### src/rtl/core/cbm_pkg.sv
// Package for the cartridge bank mapper: shared types, operation codes and constants.
// Used by every module in rtl/core; depends on nothing.
package cbm_pkg;

    localparam int CHR_SLOTS    = 8;
    localparam int SLOT_W       = $clog2(CHR_SLOTS);
    localparam int QUEUE_DEPTH  = 2;
    localparam int QPTR_W       = $clog2(QUEUE_DEPTH);
    localparam int QCNT_W       = $clog2(QUEUE_DEPTH + 1);

    localparam int PRG_W        = 18;
    localparam int CHR_W        = 19;
    localparam int ADDR_W       = 16;
    localparam int DATA_W       = 8;
    localparam int IDX_W        = 4;
    localparam int CFG_IDX_W    = 3;
    localparam int CFG_DATA_W   = 19;
    localparam int IN_TDATA_W   = 24;
    localparam int OUT_TDATA_W  = 40;

    // Input function codes.
    localparam logic [1:0] FUNC_CPU_WRITE = 2'd0;
    localparam logic [1:0] FUNC_CPU_READ  = 2'd1;
    localparam logic [1:0] FUNC_CHR_READ  = 2'd2;

    // Result targets.
    localparam logic [2:0] TGT_NONE    = 3'd0;
    localparam logic [2:0] TGT_PRG_ROM = 3'd1;
    localparam logic [2:0] TGT_PRG_RAM = 3'd2;
    localparam logic [2:0] TGT_CHR_ROM = 3'd3;
    localparam logic [2:0] TGT_SOUND   = 3'd4;
    localparam logic [2:0] TGT_IRQ     = 3'd5;

    // Configuration register indexes.
    localparam logic [CFG_IDX_W-1:0] CFG_PRG_SIZE_MASK = 3'd0;
    localparam logic [CFG_IDX_W-1:0] CFG_LAST_BANK     = 3'd1;
    localparam logic [CFG_IDX_W-1:0] CFG_CHR_SIZE_MASK = 3'd2;
    localparam logic [CFG_IDX_W-1:0] CFG_SWAP_LINES    = 3'd3;
    localparam logic [CFG_IDX_W-1:0] CFG_PRG_RAM       = 3'd4;
    localparam logic [CFG_IDX_W-1:0] CFG_FOUR_SCREEN   = 3'd5;

    // Character banking modes.
    localparam logic [1:0] CHR_MODE_1K    = 2'd0;
    localparam logic [1:0] CHR_MODE_2K    = 2'd1;
    localparam logic [1:0] CHR_MODE_MIXED = 2'd2;

    // Mirroring codes.
    localparam logic [1:0] MIR_VERTICAL   = 2'd0;
    localparam logic [1:0] MIR_HORIZONTAL = 2'd1;
    localparam logic [1:0] MIR_SINGLE_LO  = 2'd2;
    localparam logic [1:0] MIR_SINGLE_HI  = 2'd3;

    // Register decode: upper nibble of the masked address.
    localparam logic [3:0] HI_WIN0  = 4'h8;
    localparam logic [3:0] HI_SND_A = 4'h9;
    localparam logic [3:0] HI_SND_B = 4'hA;
    localparam logic [3:0] HI_SND_C = 4'hB;
    localparam logic [3:0] HI_WIN1  = 4'hC;
    localparam logic [3:0] HI_CHR_L = 4'hD;
    localparam logic [3:0] HI_CHR_H = 4'hE;
    localparam logic [3:0] HI_IRQ   = 4'hF;
    localparam logic [1:0] LO_MODE  = 2'd3;

    // Classified operations handed from the front end to the back end.
    typedef enum logic [3:0] {
        OP_NONE,
        OP_RAM,
        OP_WIN0,
        OP_WIN1,
        OP_CHR_BANK,
        OP_MODE,
        OP_SOUND,
        OP_IRQ,
        OP_PRG_READ,
        OP_CHR_READ
    } t_op;

    typedef struct packed {
        t_op               op;
        logic [ADDR_W-1:0] addr;
        logic [DATA_W-1:0] data;
        logic [IDX_W-1:0]  idx;
    } t_item;

    typedef struct packed {
        logic [PRG_W-1:0] prg_size_mask;
        logic [PRG_W-1:0] last_bank_offset;
        logic [CHR_W-1:0] chr_size_mask;
        logic             swap_low_lines;
        logic             prg_ram_present;
        logic             four_screen;
    } t_cfg;

    typedef struct packed {
        logic [2:0]       target;
        logic [CHR_W-1:0] mem_offset;
        logic [IDX_W-1:0] forward_index;
        logic [DATA_W-1:0] forward_data;
        logic [1:0]       mirroring;
    } t_result;

endpackage

### src/rtl/core/cbm_front.sv
// Front end of the cartridge bank mapper: decodes each bus access into an operation.
// Depends on cbm_pkg.
module cbm_front
    import cbm_pkg::*;
(
    input  logic [1:0]        i_func,
    input  logic [ADDR_W-1:0] i_addr,
    input  logic [DATA_W-1:0] i_data,
    input  t_cfg              i_cfg,
    output t_item             o_item
);

    logic [ADDR_W-1:0] w_reg_addr;
    logic [3:0]        w_hi;
    logic [1:0]        w_lo;
    logic              w_ram_window;
    t_op               w_reg_op;
    logic [IDX_W-1:0]  w_reg_idx;

    assign w_ram_window = (i_addr[15:13] == 3'b011);

    // Optional swap of A0 and A1, then mask with 0xF003.
    always_comb begin
        w_reg_addr = {i_addr[15:12], 10'b0, i_addr[1:0]};
        if (i_cfg.swap_low_lines) begin
            w_reg_addr = {i_addr[15:12], 10'b0, i_addr[0], i_addr[1]};
        end
    end

    assign w_hi = w_reg_addr[15:12];
    assign w_lo = w_reg_addr[1:0];

    always_comb begin
        w_reg_op  = OP_NONE;
        w_reg_idx = '0;
        unique case (w_hi)
            HI_WIN0: w_reg_op = OP_WIN0;
            HI_WIN1: w_reg_op = OP_WIN1;
            HI_CHR_L: begin
                w_reg_op  = OP_CHR_BANK;
                w_reg_idx = {2'b00, w_lo};
            end
            HI_CHR_H: begin
                w_reg_op  = OP_CHR_BANK;
                w_reg_idx = {2'b01, w_lo};
            end
            HI_SND_A: begin
                w_reg_op  = OP_SOUND;
                w_reg_idx = {2'b00, w_lo};
            end
            HI_SND_B: begin
                if (w_lo != LO_MODE) begin
                    w_reg_op  = OP_SOUND;
                    w_reg_idx = IDX_W'(4) + {2'b00, w_lo};
                end
            end
            HI_SND_C: begin
                if (w_lo == LO_MODE) begin
                    w_reg_op = OP_MODE;
                end else begin
                    w_reg_op  = OP_SOUND;
                    w_reg_idx = IDX_W'(7) + {2'b00, w_lo};
                end
            end
            HI_IRQ: begin
                if (w_lo != LO_MODE) begin
                    w_reg_op  = OP_IRQ;
                    w_reg_idx = {2'b00, w_lo};
                end
            end
            default: w_reg_op = OP_NONE;
        endcase
    end

    always_comb begin
        o_item.op   = OP_NONE;
        o_item.addr = i_addr;
        o_item.data = i_data;
        o_item.idx  = '0;
        unique case (i_func)
            FUNC_CPU_WRITE: begin
                if (w_ram_window) begin
                    if (i_cfg.prg_ram_present) o_item.op = OP_RAM;
                end else if (i_addr[15]) begin
                    o_item.op  = w_reg_op;
                    o_item.idx = w_reg_idx;
                end
            end
            FUNC_CPU_READ: begin
                if (w_ram_window) begin
                    if (i_cfg.prg_ram_present) o_item.op = OP_RAM;
                end else if (i_addr[15]) begin
                    o_item.op = OP_PRG_READ;
                end
            end
            FUNC_CHR_READ: o_item.op = OP_CHR_READ;
            default:       o_item.op = OP_NONE;
        endcase
    end

endmodule

### src/rtl/core/cbm_queue.sv
// Short queue between the front end and the back end of the bank mapper.
// Depends on cbm_pkg.
module cbm_queue
    import cbm_pkg::*;
(
    input  logic  i_clk,
    input  logic  i_rst_n,
    input  logic  i_push,
    input  t_item i_item,
    output logic  o_full,
    output logic  o_valid,
    input  logic  i_pop,
    output t_item o_item
);

    t_item             r_mem [QUEUE_DEPTH];
    logic [QPTR_W-1:0] r_wr_ptr;
    logic [QPTR_W-1:0] r_rd_ptr;
    logic [QCNT_W-1:0] r_count;
    logic [QPTR_W-1:0] n_wr_ptr;
    logic [QPTR_W-1:0] n_rd_ptr;
    logic [QCNT_W-1:0] n_count;

    assign o_full  = (r_count == QCNT_W'(QUEUE_DEPTH));
    assign o_valid = (r_count != '0);
    assign o_item  = r_mem[r_rd_ptr];

    always_comb begin
        n_wr_ptr = r_wr_ptr;
        n_rd_ptr = r_rd_ptr;
        n_count  = r_count;
        if (i_push) begin
            n_wr_ptr = (r_wr_ptr == QPTR_W'(QUEUE_DEPTH - 1)) ? '0 : r_wr_ptr + QPTR_W'(1);
        end
        if (i_pop) begin
            n_rd_ptr = (r_rd_ptr == QPTR_W'(QUEUE_DEPTH - 1)) ? '0 : r_rd_ptr + QPTR_W'(1);
        end
        if (i_push && !i_pop) begin
            n_count = r_count + QCNT_W'(1);
        end else if (!i_push && i_pop) begin
            n_count = r_count - QCNT_W'(1);
        end
    end

    always_ff @(posedge i_clk) begin
        if (!i_rst_n) begin
            r_wr_ptr <= '0;
            r_rd_ptr <= '0;
            r_count  <= '0;
        end else begin
            r_wr_ptr <= n_wr_ptr;
            r_rd_ptr <= n_rd_ptr;
            r_count  <= n_count;
        end
    end

    always_ff @(posedge i_clk) begin
        if (i_push) begin
            r_mem[r_wr_ptr] <= i_item;
        end
    end

    a_no_overflow: assert property (@(posedge i_clk) disable iff (!i_rst_n)
        o_full |-> !i_push)
        else $error("queue written while full");

    a_no_underflow: assert property (@(posedge i_clk) disable iff (!i_rst_n)
        i_pop |-> o_valid)
        else $error("queue read while empty");

    a_count_bound: assert property (@(posedge i_clk) disable iff (!i_rst_n)
        r_count <= QCNT_W'(QUEUE_DEPTH))
        else $error("queue count out of range");

endmodule

### src/rtl/core/cbm_back.sv
// Back end of the bank mapper: holds bank state, applies writes, translates reads.
// Registers one result at a time toward the output. Depends on cbm_pkg.
module cbm_back
    import cbm_pkg::*;
(
    input  logic    i_clk,
    input  logic    i_rst_n,
    input  t_cfg    i_cfg,
    input  logic    i_q_valid,
    input  t_item   i_item,
    output logic    o_pop,
    output logic    o_valid,
    input  logic    i_ready,
    output t_result o_result
);

    logic [PRG_W-1:0]  r_win0;
    logic [PRG_W-1:0]  r_win1;
    logic [DATA_W-1:0] r_chr_bank [CHR_SLOTS];
    logic [1:0]        r_chr_mode;
    logic [1:0]        r_mirror;
    logic              r_out_valid;
    t_result           r_result;

    logic [1:0]        n_chr_mode;
    logic [1:0]        n_mirror;
    t_result           n_result;

    logic [PRG_W-1:0]  w_prg_base;
    logic [PRG_W-1:0]  w_prg_low;
    logic [PRG_W-1:0]  w_prg_sum;
    logic [SLOT_W-1:0] w_slot;
    logic              w_wide_slot;
    logic [SLOT_W-1:0] w_bank_idx;
    logic [DATA_W-1:0] w_bank;
    logic [CHR_W-1:0]  w_chr_base;
    logic [CHR_W-1:0]  w_chr_sum;

    assign o_pop    = i_q_valid && (!r_out_valid || i_ready);
    assign o_valid  = r_out_valid;
    assign o_result = r_result;

    // Program ROM window selection.
    always_comb begin
        if (!i_item.addr[14]) begin
            w_prg_base = r_win0;
            w_prg_low  = PRG_W'(i_item.addr[13:0]);
        end else if (!i_item.addr[13]) begin
            w_prg_base = r_win1;
            w_prg_low  = PRG_W'(i_item.addr[12:0]);
        end else begin
            w_prg_base = i_cfg.last_bank_offset;
            w_prg_low  = PRG_W'(i_item.addr[12:0]);
        end
    end
    assign w_prg_sum = (w_prg_base + w_prg_low) & i_cfg.prg_size_mask;

    // Character translation: 2K banks in mode 1, and for the upper half in mixed mode.
    assign w_slot      = i_item.addr[12:10];
    assign w_wide_slot = (r_chr_mode == CHR_MODE_2K) ||
                         ((r_chr_mode == CHR_MODE_MIXED) && w_slot[SLOT_W-1]);
    always_comb begin
        if (!w_wide_slot) begin
            w_bank_idx = w_slot;
        end else if (r_chr_mode == CHR_MODE_2K) begin
            w_bank_idx = {1'b0, w_slot[SLOT_W-1:1]};
        end else begin
            w_bank_idx = {1'b0, w_slot[SLOT_W-1:1]} + SLOT_W'(2);
        end
    end
    assign w_bank     = r_chr_bank[w_bank_idx];
    assign w_chr_base = w_wide_slot ? {w_bank, w_slot[0], 10'b0} : {1'b0, w_bank, 10'b0};
    assign w_chr_sum  = (w_chr_base + CHR_W'(i_item.addr[9:0])) & i_cfg.chr_size_mask;

    // Mode register: character mode always, mirroring only for listed codes without four-screen.
    always_comb begin
        n_chr_mode = (i_item.data[1:0] == 2'd3) ? CHR_MODE_MIXED : i_item.data[1:0];
        n_mirror   = r_mirror;
        if (!i_cfg.four_screen) begin
            case (i_item.data[3:0])
                4'h0, 4'h7: n_mirror = MIR_VERTICAL;
                4'h3, 4'h4: n_mirror = MIR_HORIZONTAL;
                4'h8, 4'hF: n_mirror = MIR_SINGLE_LO;
                4'hB, 4'hC: n_mirror = MIR_SINGLE_HI;
                default:    n_mirror = r_mirror;
            endcase
        end
    end

    always_comb begin
        n_result.target        = TGT_NONE;
        n_result.mem_offset    = '0;
        n_result.forward_index = '0;
        n_result.forward_data  = '0;
        n_result.mirroring     = r_mirror;
        unique case (i_item.op)
            OP_RAM: begin
                n_result.target     = TGT_PRG_RAM;
                n_result.mem_offset = CHR_W'(i_item.addr[12:0]);
            end
            OP_PRG_READ: begin
                n_result.target     = TGT_PRG_ROM;
                n_result.mem_offset = CHR_W'(w_prg_sum);
            end
            OP_CHR_READ: begin
                n_result.target     = TGT_CHR_ROM;
                n_result.mem_offset = w_chr_sum;
            end
            OP_SOUND: begin
                n_result.target        = TGT_SOUND;
                n_result.forward_index = i_item.idx;
                n_result.forward_data  = i_item.data;
            end
            OP_IRQ: begin
                n_result.target        = TGT_IRQ;
                n_result.forward_index = i_item.idx;
                n_result.forward_data  = i_item.data;
            end
            OP_MODE: n_result.mirroring = n_mirror;
            default: n_result.target = TGT_NONE;
        endcase
    end

    always_ff @(posedge i_clk) begin
        if (!i_rst_n) begin
            r_win0      <= '0;
            r_win1      <= PRG_W'(18'h04000);
            r_chr_bank  <= '{default: '0};
            r_chr_mode  <= CHR_MODE_1K;
            r_mirror    <= MIR_VERTICAL;
            r_out_valid <= 1'b0;
        end else begin
            if (o_pop) begin
                r_out_valid <= 1'b1;
                unique case (i_item.op)
                    OP_WIN0:     r_win0 <= {i_item.data[3:0], 14'b0} & i_cfg.prg_size_mask;
                    OP_WIN1:     r_win1 <= {i_item.data[4:0], 13'b0} & i_cfg.prg_size_mask;
                    OP_CHR_BANK: r_chr_bank[i_item.idx[SLOT_W-1:0]] <= i_item.data;
                    OP_MODE: begin
                        r_chr_mode <= n_chr_mode;
                        r_mirror   <= n_mirror;
                    end
                    default: ;
                endcase
            end else if (i_ready) begin
                r_out_valid <= 1'b0;
            end
        end
    end

    always_ff @(posedge i_clk) begin
        if (o_pop) begin
            r_result <= n_result;
        end
    end

    a_target_range: assert property (@(posedge i_clk) disable iff (!i_rst_n)
        r_out_valid |-> (r_result.target <= TGT_IRQ))
        else $error("result target out of range");

    a_locked_mirror: assert property (@(posedge i_clk) disable iff (!i_rst_n)
        (o_pop && i_item.op == OP_MODE && i_cfg.four_screen) |=> $stable(r_mirror))
        else $error("mirroring changed while locked");

    a_chr_mode_legal: assert property (@(posedge i_clk) disable iff (!i_rst_n)
        r_chr_mode != 2'd3)
        else $error("character mode holds an unused code");

endmodule

### src/rtl/core/cartridge_bank_mapper_top.sv
// An accepted bus access is registered in the queue, then its result in the output register.
// Throughput: one access per cycle while the output is ready; the decoder, a two-entry
// queue and the single output register each pass one item per cycle.
// Reset (synchronous, active low) restores the bank state and the configuration
// registers to their defaults and empties the queue and the output register.
// Top level of the cartridge bank mapper; depends on cbm_pkg, cbm_front, cbm_queue, cbm_back.
module cartridge_bank_mapper_top
    import cbm_pkg::*;
(
    input  logic                   i_clk,
    input  logic                   i_rst_n,
    // Configuration write channel.
    input  logic                   i_cfg_valid,
    output logic                   o_cfg_ready,
    input  logic [CFG_IDX_W-1:0]   i_cfg_index,
    input  logic [CFG_DATA_W-1:0]  i_cfg_data,
    // Bus access input.
    input  logic                   i_s_axis_tvalid,
    output logic                   o_s_axis_tready,
    input  logic [IN_TDATA_W-1:0]  i_s_axis_tdata,  // bus_address[15:0], write_data[23:16]
    input  logic [1:0]             i_s_axis_tuser,  // func[1:0]
    // Result output.
    output logic                   o_m_axis_tvalid,
    input  logic                   i_m_axis_tready,
    output logic [OUT_TDATA_W-1:0] o_m_axis_tdata,  // mem_offset[18:0], forward_index[22:19],
                                                    // forward_data[30:23], mirroring[32:31]
    output logic [2:0]             o_m_axis_tuser   // target[2:0]
);

    t_cfg    r_cfg;
    t_item   w_front_item;
    t_item   w_q_item;
    logic    w_q_full;
    logic    w_q_valid;
    logic    w_pop;
    logic    w_push;
    t_result w_result;

    assign o_cfg_ready = 1'b1;

    always_ff @(posedge i_clk) begin
        if (!i_rst_n) begin
            r_cfg.prg_size_mask    <= PRG_W'(18'h3FFFF);
            r_cfg.last_bank_offset <= PRG_W'(18'h3E000);
            r_cfg.chr_size_mask    <= CHR_W'(19'h7FFFF);
            r_cfg.swap_low_lines   <= 1'b0;
            r_cfg.prg_ram_present  <= 1'b1;
            r_cfg.four_screen      <= 1'b0;
        end else if (i_cfg_valid) begin
            case (i_cfg_index)
                CFG_PRG_SIZE_MASK: r_cfg.prg_size_mask    <= i_cfg_data[PRG_W-1:0];
                CFG_LAST_BANK:     r_cfg.last_bank_offset <= i_cfg_data[PRG_W-1:0];
                CFG_CHR_SIZE_MASK: r_cfg.chr_size_mask    <= i_cfg_data;
                CFG_SWAP_LINES:    r_cfg.swap_low_lines   <= i_cfg_data[0];
                CFG_PRG_RAM:       r_cfg.prg_ram_present  <= i_cfg_data[0];
                CFG_FOUR_SCREEN:   r_cfg.four_screen      <= i_cfg_data[0];
                default: ;
            endcase
        end
    end

    assign o_s_axis_tready = !w_q_full;
    assign w_push          = i_s_axis_tvalid && !w_q_full;

    cbm_front u_front (
        .i_func (i_s_axis_tuser),
        .i_addr (i_s_axis_tdata[15:0]),
        .i_data (i_s_axis_tdata[23:16]),
        .i_cfg  (r_cfg),
        .o_item (w_front_item)
    );

    cbm_queue u_queue (
        .i_clk   (i_clk),
        .i_rst_n (i_rst_n),
        .i_push  (w_push),
        .i_item  (w_front_item),
        .o_full  (w_q_full),
        .o_valid (w_q_valid),
        .i_pop   (w_pop),
        .o_item  (w_q_item)
    );

    cbm_back u_back (
        .i_clk     (i_clk),
        .i_rst_n   (i_rst_n),
        .i_cfg     (r_cfg),
        .i_q_valid (w_q_valid),
        .i_item    (w_q_item),
        .o_pop     (w_pop),
        .o_valid   (o_m_axis_tvalid),
        .i_ready   (i_m_axis_tready),
        .o_result  (w_result)
    );

    assign o_m_axis_tuser = w_result.target;
    assign o_m_axis_tdata = {7'b0, w_result.mirroring, w_result.forward_data,
                             w_result.forward_index, w_result.mem_offset};

endmodule

### config.mk
export PLATFORM = sky130hd
export DESIGN_NAME = cartridge_bank_mapper_top
export DESIGN_NICKNAME = d
export VERILOG_FILES = /design/src/rtl/core/cbm_pkg.sv /design/src/rtl/core/cbm_front.sv /design/src/rtl/core/cbm_queue.sv /design/src/rtl/core/cbm_back.sv /design/src/rtl/core/cartridge_bank_mapper_top.sv
export SDC_FILE = /design/constraint.sdc
export NUM_CORES = 1
export LEC_CHECK = 0
export ABC_AREA = 0
export BUFFER_PORTS_ARGS = -buffer_cell sky130_fd_sc_hd__buf_2
export CAP_MARGIN = 10
export CORE_AREA = 3 3 162 164
export CTS_BUF_LIST = sky130_fd_sc_hd__clkbuf_4
export DETAILED_ROUTE_END_ITERATION = 8
export DIE_AREA = 0 0 165 167
export PLACE_DENSITY_LB_ADDON = 0.3
export SKIP_LAST_GASP = 1
export SYNTH_ARGS = -nofsm -noshare
export SYNTH_HDL_FRONTEND = slang
export SYNTH_SLANG_ARGS = --single-unit
### constraint.sdc
create_clock -name i_clk -period 7.98 [get_ports i_clk]
set_clock_uncertainty 0.05 [all_clocks]
set_input_delay 0 -clock i_clk [delete_from_list [all_inputs] [get_ports i_clk]]
set_output_delay 0 -clock i_clk [all_outputs]
set_load 0.01 [all_outputs]
======== Word-level counts from Yosys, hierarchy flattened ========
Memory sizes are Yosys's and may differ from the RTL's. A register that Yosys moved wholly into a read port is not among the register bits.
Index checks and enable logic that the tools add are counted.
operators by class
  $add $sub $neg .......................... 9
  magnitude comparators ................... 3
  eq/ne operators ......................... 38
  multiplexer cells ....................... 46
  bitwise logic cells ..................... 6
  reduce and logical (&&, ||, !) cells .... 35
operators with widths
  operator                                                         number
  64-bit bitwise mux                                               1
  19-bit one-hot mux with 3 select lines                           1
  4-bit == test, second input constant                             14
  18-bit bitwise AND                                               3
  18-bit 2-to-1 mux                                                2
  4-bit 2-to-1 mux                                                 9
  4-bit one-hot mux with 7 select lines                            1
  8-bit binary-select mux with 3-bit select                        1
  8-bit demux with 3-bit select                                    1
  4-bit by 3-bit == test with 1-bit output, second input constant  6
  8-bit 2-to-1 mux                                                 3
  4-bit one-hot mux with 5 select lines                            1
  2-bit AND reduction                                              10
  19-bit by 10-bit adder with 19-bit output                        1
  19-bit bitwise AND                                               1
  19-bit 2-to-1 mux                                                1
  18-bit by 14-bit adder with 18-bit output                        1
  2-bit 2-to-1 mux                                                 8
  3-bit one-hot mux with 5 select lines                            1
  14-bit 2-to-1 mux                                                1
  2-bit OR reduction                                               7
  4-bit by 2-bit == test with 1-bit output, second input constant  3
  3-bit 2-to-1 mux                                                 4
  4-bit one-hot mux with 3 select lines                            1
  other kinds (24)                                                 55
storage, ports and cells
  register bits after elaboration ......... 203
  bits in writable memories ............... 64
  bits of input ports ..................... 53
  output and inout bits ................... 46
  logic and storage cells ................. 165
  memories ................................ 1
memories
  name           words  width  read ports  clocked after memory_dff  write ports  line             source
  u_queue.r_mem  2      32     1           1                         1            cbm_queue.sv:16  t_item r_mem [QUEUE_DEPTH];

======== Logic depth before layout (Yosys ltp) ========
Gate-level depths: netlist (run 1).
  depth after elaboration ................. 12
  gate-level depth with buffers ........... 16
  gate-level depth less buffers ........... 13

======== By module ========
A second synthesis (run 1) with hierarchy kept.
unflattened totals
  cell total of the unflattened synthesis .. 1087
  area total of the unflattened synthesis .. 12011.5 um2
by module, submodules not included
  module                     instances  cells each  area each (um2)  sequential area each (um2)
  cbm_back                   1          650         6428.7           2642.5
  cbm_queue                  1          122         2531.2           2021.9
  cartridge_bank_mapper_top  1          242         2487.4           1161.1
  cbm_front                  1          73          564.3            0.0

======== Least setup slack after synthesis (run 1) ========
No wires, ideal clock.
  path kind ............................... register -> register
  from .................................... register (tool-made name)
  to ...................................... register u_back.r_result, in the netlist u_back.o_result[30] (data pin)
  library setup time ...................... 0.265 ns
  arrival ................................. 3.391 ns
  data required time ...................... 7.665 ns
  setup slack ............................. 4.273 ns
  cell stages (with the launch flop) ...... 16
  buffers on the path ..................... 4
  period minus slack after synthesis ...... 3.707 ns
  cells stage by stage .................... dfxtp_1 buf_6 buf_8 buf_2 buf_2 mux2_2 ha_1 inv_1 fa_1 nand2b_1 a21oi_1 o31a_1 nor4_1 o31ai_1 a211oi_1 or3_1
RTL lines
  item                  line             source
  end signal, assigned  cbm_back.sv:153  r_result <= n_result;
  end, declared         cbm_back.sv:23   t_result r_result;

==> flow_metrics.py, run 1 <==
metrics = {
    "floorplanning": {
        "die_x_um": 165,
        "core_mm2": 0.0250,
        "io_pins": 99,
        "rows": 58,
        "die_h_um": 167,
        "dieArea_mm2": 0.0276,
        "start_util": 0.448,
    },
    "pwr": {
        "p_leak_nw": 5.77,
        "p_int_mw": 2.43,
        "power_frac_comb": 0.272,
        "vdd_drop_max_mv": 0.122,
        "power.switching_mw": 1.23,
        "clkPwrFrac": 0.303,
        "power.share.switching": 0.336,
        "totalPowerFinal_mw": 3.67,
        "power_density_mw_per_mm2": 271,
        "p_seq_frac": 0.425,
    },
    "clocking": {
        "cts_buffers": 61,
        "cts_tree": "done",
        "clk_latency_ns": 0.69,
        "hold_buffers": 83,
        "post_cts_buffers": 0,
        "cts_sinks": 239,
        "htreeDepth": 2,
        "cts-root-buf": "clkbuf_4",
        "clock_path_buffers": 3,
        "cts_resized": 0,
        "clkTransAtPathRegs_ns": 0.07,
    },
    "drt": {
        "dr_total_vias": 9354,
        "drtPass1Iterations": 7,
        "post_drt_wl_per_cell_um": 17.3,
        "drcViolationCount": 0,
        "ant_nets": 0,
        "vias_per_cell": 5.41,
        "postRouteWirelength_um": 29900,
        "drt_iter0_drc": 780,
    },
    "setup_path": {
        "critPathRequiredTime_ns": 8.36,
        "start_kind": "flop",
        "path_class": "reg -> reg",
        "critPathMaxFanout": 26,
        "critical-path-top-delay-family": "simple AND/OR/NAND/NOR gates",
        "cp_slowest_cell": "nor2_1",
        "path_buf_inv": 2,
        "critPathCaptureType": "flop",
        "slowest_delay_ns": 0.72,
        "path_cells": "buf_4 > mux2i_4 > nor2_1 > and2_1 > ha_1 > inv_1 > fa_1 > nand2b_1 > a21oi_1 > o31a_1 > nor4_1 > o31ai_1 > a211oi_1 > or3_1",
        "cp_num_cells": 14,
        "worstPathArrival_ns": 5.28,
        "ff2ff_path_depth": 14,
    },
    "sta": {
        "slew_headroom": 0.227,
        "fmax_mhz": 204,
        "period_share": 0.614,
        "finalSetupViolCount": 0,
        "whs_ns": 0.0613,
        "tightest_slew_ns": 1.13,
        "finalSetupTns_ns": 0,
        "slew_violations": 0,
        "min_period_ns": 4.90,
        "rsz0062_at_grt": "false",
        "finalHoldViolations": 0,
    },
    "cells_and_area": {
        "drive_gt1_frac": 0.176,
        "syn_to_final_growth_pct": 20.9,
        "finalInstanceArea_mm2": 0.0136,
        "fill_cells": 2258,
        "fin_nets": 1424,
        "finalCoreUtilization": 0.541,
    },
    "placed_design": {
        "gp_congestion": 0.858,
        "dpl_cell_area_mm2": 0.0119,
        "dp_hpwl_um": 19300,
        "io_buffers": 90,
    },
    "logic_synthesis": {
        "yosysTopAreaCell": "edfxtp_1",
        "syn_inst": 1167,
        "ys.flop_type": "dfxtp_1",
        "synth-edff-count": 98,
        "ys_ff_latch": 239,
        "ys_seq_area_frac": 0.514,
        "synthTopCellsByArea": "edfxtp_1 (26%), dfxtp_1 (25%), nand2_1 (7.5%)",
        "synth_cell_types": 68,
        "synth_top_area_frac": 0.263,
        "yosys_warnings": 0,
        "syn-cell-area_mm2": 0.0112,
        "avgSynthCellArea_um2": 9.61,
        "synth-async-reset-ratio": 0,
    },
    "grt": {
        "grt.busiest_layer": "met2",
        "gr-usage-met3": 0.0403,
        "antenna_found_initial": 1,
        "grt_pass1_wl_um": 47800,
        "met1_usage": 0.300,
        "first_global_vias": 9140,
        "grt_max_degree": 109,
        "grt_use_met2": 0.334,
        "grt_overflow": 0,
        "track_usage": 0.216,
    },
    "run": {
        "cap_violations": 0,
    },
    "min_path": {
        "min_path_cells": 4,
        "hold_path_class": "in -> reg",
        "worstHoldStart": "i_cfg_data[5]",
    },
    "status": {
        "status": "finished clean",
    },
}
-- cell usage after synthesis (all sizes together), types with 10 or more instances --
cell type  count
and2          42
o22ai         10
dfxtp        141
edfxtp        98
inv           23
mux2i         30
nor2b         15
mux2          16
a21oi         33
nor3          12
o211a         40
o211ai        12
ha            22
a21boi        16
buf           23
nand2        223
nand4         25
clkbuf        53
nand3        106
nor2          45
o21ai         80
-- power by group through the flow --
stage / combinational [mW] / sequential (mW) / clock [mW]
after global placement: 0.949 / 1.58 / 0
after CTS: 0.996 / 1.56 / 1.13
after detailed placement: 0.963 / 1.58 / 0
after global routing: 1.09 / 1.58 / 1.20
final: 0.999 / 1.56 / 1.11
after floorplan: 0.583 / 1.60 / 0
-- routing by layer --
layer  vias up  part of all wire
met3        58             0.061
met4         0             0.027
met2       313              0.46
li1       4559                 -
met1      4424              0.45
met5         -                 0
-- state kept, by name (all words and copies together) (netlist names), named ones only --
signal	cells
u_back.r_win1	5
u_back.o_valid	1
u_back.r_win0	4
u_back.r_mirror	2
r_cfg	58
u_back.o_result	36
u_queue.r_rd_ptr	1
u_queue.r_mem	62
u_back.r_chr_bank	64
u_queue.r_wr_ptr	1
u_back.r_chr_mode	2
u_queue.r_count	2
-- layout by cell type, fill, tap and decap left out, types with 21 or more instances in the layout --
cell type | netlist | routed
nand3_1 | 106 | 106
nand4_1 | 25 | 25
ha_1 | 22 | 22
edfxtp_1 | 98 | 98
buf_2 | 11 | 89
inv_1 | 22 | 21
dlygate4sd3_1 | 0 | 83
o211a_1 | 40 | 40
and2_1 | 42 | 42
dfxtp_1 | 141 | 140
clkbuf_4 | 0 | 96
a21oi_1 | 33 | 32
o21ai_0 | 79 | 79
nand2_1 | 223 | 223
mux2i_1 | 28 | 28
nor2_1 | 43 | 42
-- cell type report --
type                    count  area (µm²)  area share
repair buffers            188        1400       0.103
diodes                      1        2.50    0.000185
flip-flops and latches    239        5770       0.426
inverters                  24        90.1     0.00665
clock inverters            18         123     0.00905
well taps                 330         413      0.0305
clock buffers              96         721      0.0532
multi-input cells         834        5040       0.372
-- metrics by stage --
| step | worst slack (ns) | cells |
|---|---|---|
| 5_1_grt | 2.71 | 1730 |
| 3_3_place_gp | 3.39 | 1531 |
| 2_1_floorplan | 4.27 | 1173 |
| 3_5_place_dp | 3.10 | 1531 |
| 6_report | 3.08 | 1730 |
| 4_1_cts | 3.10 | 1728 |
-- cell families (layout without fill, tap and decap cells) --
logic type	after synthesis	after routing	synth area share
DFF	239	239	0.514
xor gates and xnor gates	15	15	0.0117
AOI/OAI and AO/OA	232	232	0.146
muxes	46	46	0.0454
buffers and inverters	100	326	0.0406
adders and majority gates	23	23	0.0263
and+or+nand+nor	510	510	0.215
other	2	9	0.000670
-- worst reg2reg max path: cells and delay by family (launching register included) --
family / cells / cell delay (ns)
DFF: 1 / 0.58
buffers and inverters: 2 / 0.55
muxes: 1 / 0.19
AOI/OAI and AO/OA: 4 / 1.10
adders and majority gates: 2 / 0.56
and+or+nand+nor: 5 / 1.64
-- worst paths after layout --
kind         slack, ns                   to
max               3.08  u_back.o_result[30]
min               0.06            r_cfg[45]
max reg2reg       3.08  u_back.o_result[30]
min reg2reg       0.41            r_cfg[28]
Power figures use the tool's default switching activity.
==> run 2, diff against run 1 <==
==> constraint.sdc (replaced) <==
create_clock -name i_clk -period 4.1 [get_ports i_clk]
set_clock_uncertainty 0.05 [all_clocks]
set_input_delay 0 -clock i_clk [delete_from_list [all_inputs] [get_ports i_clk]]
set_output_delay 0 -clock i_clk [all_outputs]
set_load 0.01 [all_outputs]
==> flow_metrics.py, run 2 (synthesis results as in run 1) <==
metrics = {
    "drt": {
        "dr_total_vias": 9489,
        "drcViolationCount": 0,
        "postRouteWirelength_um": 30100,
        "vias_per_cell": 5.46,
        "ant_nets": 0,
        "drt_iter0_drc": 739,
        "post_drt_wl_per_cell_um": 17.3,
        "drtPass1Iterations": 5,
    },
    "cells_and_area": {
        "fin_nets": 1434,
        "reg.largest.list": "u_back.r_chr_bank (64), u_queue.r_mem (62), r_cfg (58)",
        "syn_to_final_growth_pct": 21.0,
        "largest_register_ffs": 64,
        "final_cells": 1739,
        "final_common_cell": "nand2_1",
        "drive_gt1_frac": 0.178,
        "regMostFlops": "u_back.r_chr_bank",
        "final_cell_mix": "nand2_1 (223), dfxtp_1 (140), nand3_1 (106)",
    },
    "pwr": {
        "vdd_drop_max_mv": 0.218,
        "power_density_mw_per_mm2": 514,
        "p_leak_nw": 5.78,
    },
    "floorplanning": {
        "die_h_um": 167,
        "io_pins": 99,
        "start_util": 0.448,
        "die_x_um": 165,
        "core_mm2": 0.0250,
        "dieArea_mm2": 0.0276,
        "rows": 58,
    },
    "clocking": {
        "cts_tree": "done",
        "clock_path_buffers": 3,
        "cts_sinks": 239,
        "clk_latency_ns": 0.70,
        "cts-root-buf": "clkbuf_4",
        "cts_buffers": 60,
        "clkTransAtPathRegs_ns": 0.07,
        "htreeDepth": 2,
        "post_cts_buffers": 0,
    },
    "setup_path": {
        "start_kind": "flop",
        "critPathMaxFanout": 13,
        "critPathRequiredTime_ns": 4.46,
        "regToRegEndpoint": "u_back.o_result[30]",
        "path_class": "reg -> reg",
        "worstPathArrival_ns": 4.09,
        "critPathCaptureType": "flop",
        "ff2ff_path_depth": 12,
        "ff2ff_setup_slack_ns": 0.37,
    },
    "run": {
        "cap_violations": 0,
    },
    "grt": {
        "first_global_vias": 9195,
        "antenna_found_initial": 1,
        "track_usage": 0.218,
        "grt_pass1_wl_um": 48100,
        "grt_max_degree": 106,
        "grt_overflow": 0,
    },
    "placed_design": {
        "dp_hpwl_um": 19200,
        "gp_congestion": 0.892,
        "io_buffers": 90,
        "place_inst": 1540,
    },
    "sta": {
        "fmax_mhz": 268,
        "period_share": 0.909,
        "slew_violations": 0,
        "tightest_slew_ns": 1.10,
        "finalSetupViolCount": 0,
        "finalSetupTns_ns": 0,
        "slew_headroom": 0.249,
        "rsz0062_at_grt": "false",
        "min_period_ns": 3.73,
        "finalHoldViolations": 0,
    },
    "min_path": {
        "worstHoldStart": "i_cfg_data[18]",
        "hold_path_class": "in -> reg",
        "min_to": "r_cfg[21]",
        "min_path_cells": 4,
    },
    "status": {
        "status": "finished clean",
    },
}
-- run 2: routing by layer --
metal | share of wire | wire length, µm | track usage
met5 | 0 | 0 | 0
met4 | 0.028 | 844 | 0.0762
met3 | 0.052 | 1550 | 0.0366
met2 | 0.46 | 13900 | 0.344
met1 | 0.46 | 13700 | 0.301
-- run 2: repair_timing --
action	in CTS	in global routing
gates resized for setup	0	1
setup endpoints to repair	0	1
hold endpoints to repair	190	0
hold buffers	86	0
-- run 2: worst max path at each step --
stage               from                  end  slack (ns)
floorplan           flop  u_back.o_result[30]        0.39
global placement    flop  u_back.o_result[30]        0.58
detailed placement  flop  u_back.o_result[30]        0.43
CTS                 flop  u_back.o_result[30]        0.39
global route        flop  u_back.o_result[30]        0.09
finish              flop  u_back.o_result[30]        0.37
-- run 2: critical path: stages, from the launching register on --
cell and delay [ns]:
dfxtp_2 0.53, buf_4 0.28, mux2_2 0.19, ha_1 0.18
inv_1 0.06, fa_1 0.38, nand2b_1 0.19, a21oi_1 0.29
o31a_1 0.26, nor4_1 0.10, o31ai_1 0.42, a211oi_1 0.14
or3_1 0.37
-- run 2: metrics by stage --
step | setup WS [ns] | hold WS [ns] | area [µm²] | utilization | total power [mW]
after global placement | 0.578 | 0.139 | 11900 | 0.476 | 4.92
after global routing | 0.0873 | 0.0610 | 13600 | 0.542 | 7.35
after floorplan | 0.393 | 0.0489 | 11200 | - | 4.25
after CTS | 0.388 | 0.0275 | 13600 | 0.542 | 7.01
final | 0.373 | 0.0712 | 13600 | 0.542 | 6.97
after detailed placement | 0.432 | 0.141 | 11900 | 0.476 | 4.95
-- run 2: where the power goes --
group	internal [mW]	total (mW)	leakage, nW	switching (mW)
sequential	2.88	3.02	2.08	0.144
combinational	0.700	1.95	3.23	1.25
clock	1.04	2.00	0.466	0.963
-- run 2: cell type report --
type / instances / area [µm²]
fill: 2278 / 11500
clock buffer: 94 / 706
sequential: 239 / 5770
timing repair buffer: 199 / 1490
tap: 330 / 413
inverter: 24 / 90.1
antenna: 1 / 2.50
multi-input combinational: 834 / 5030
clock inverter: 18 / 75.1
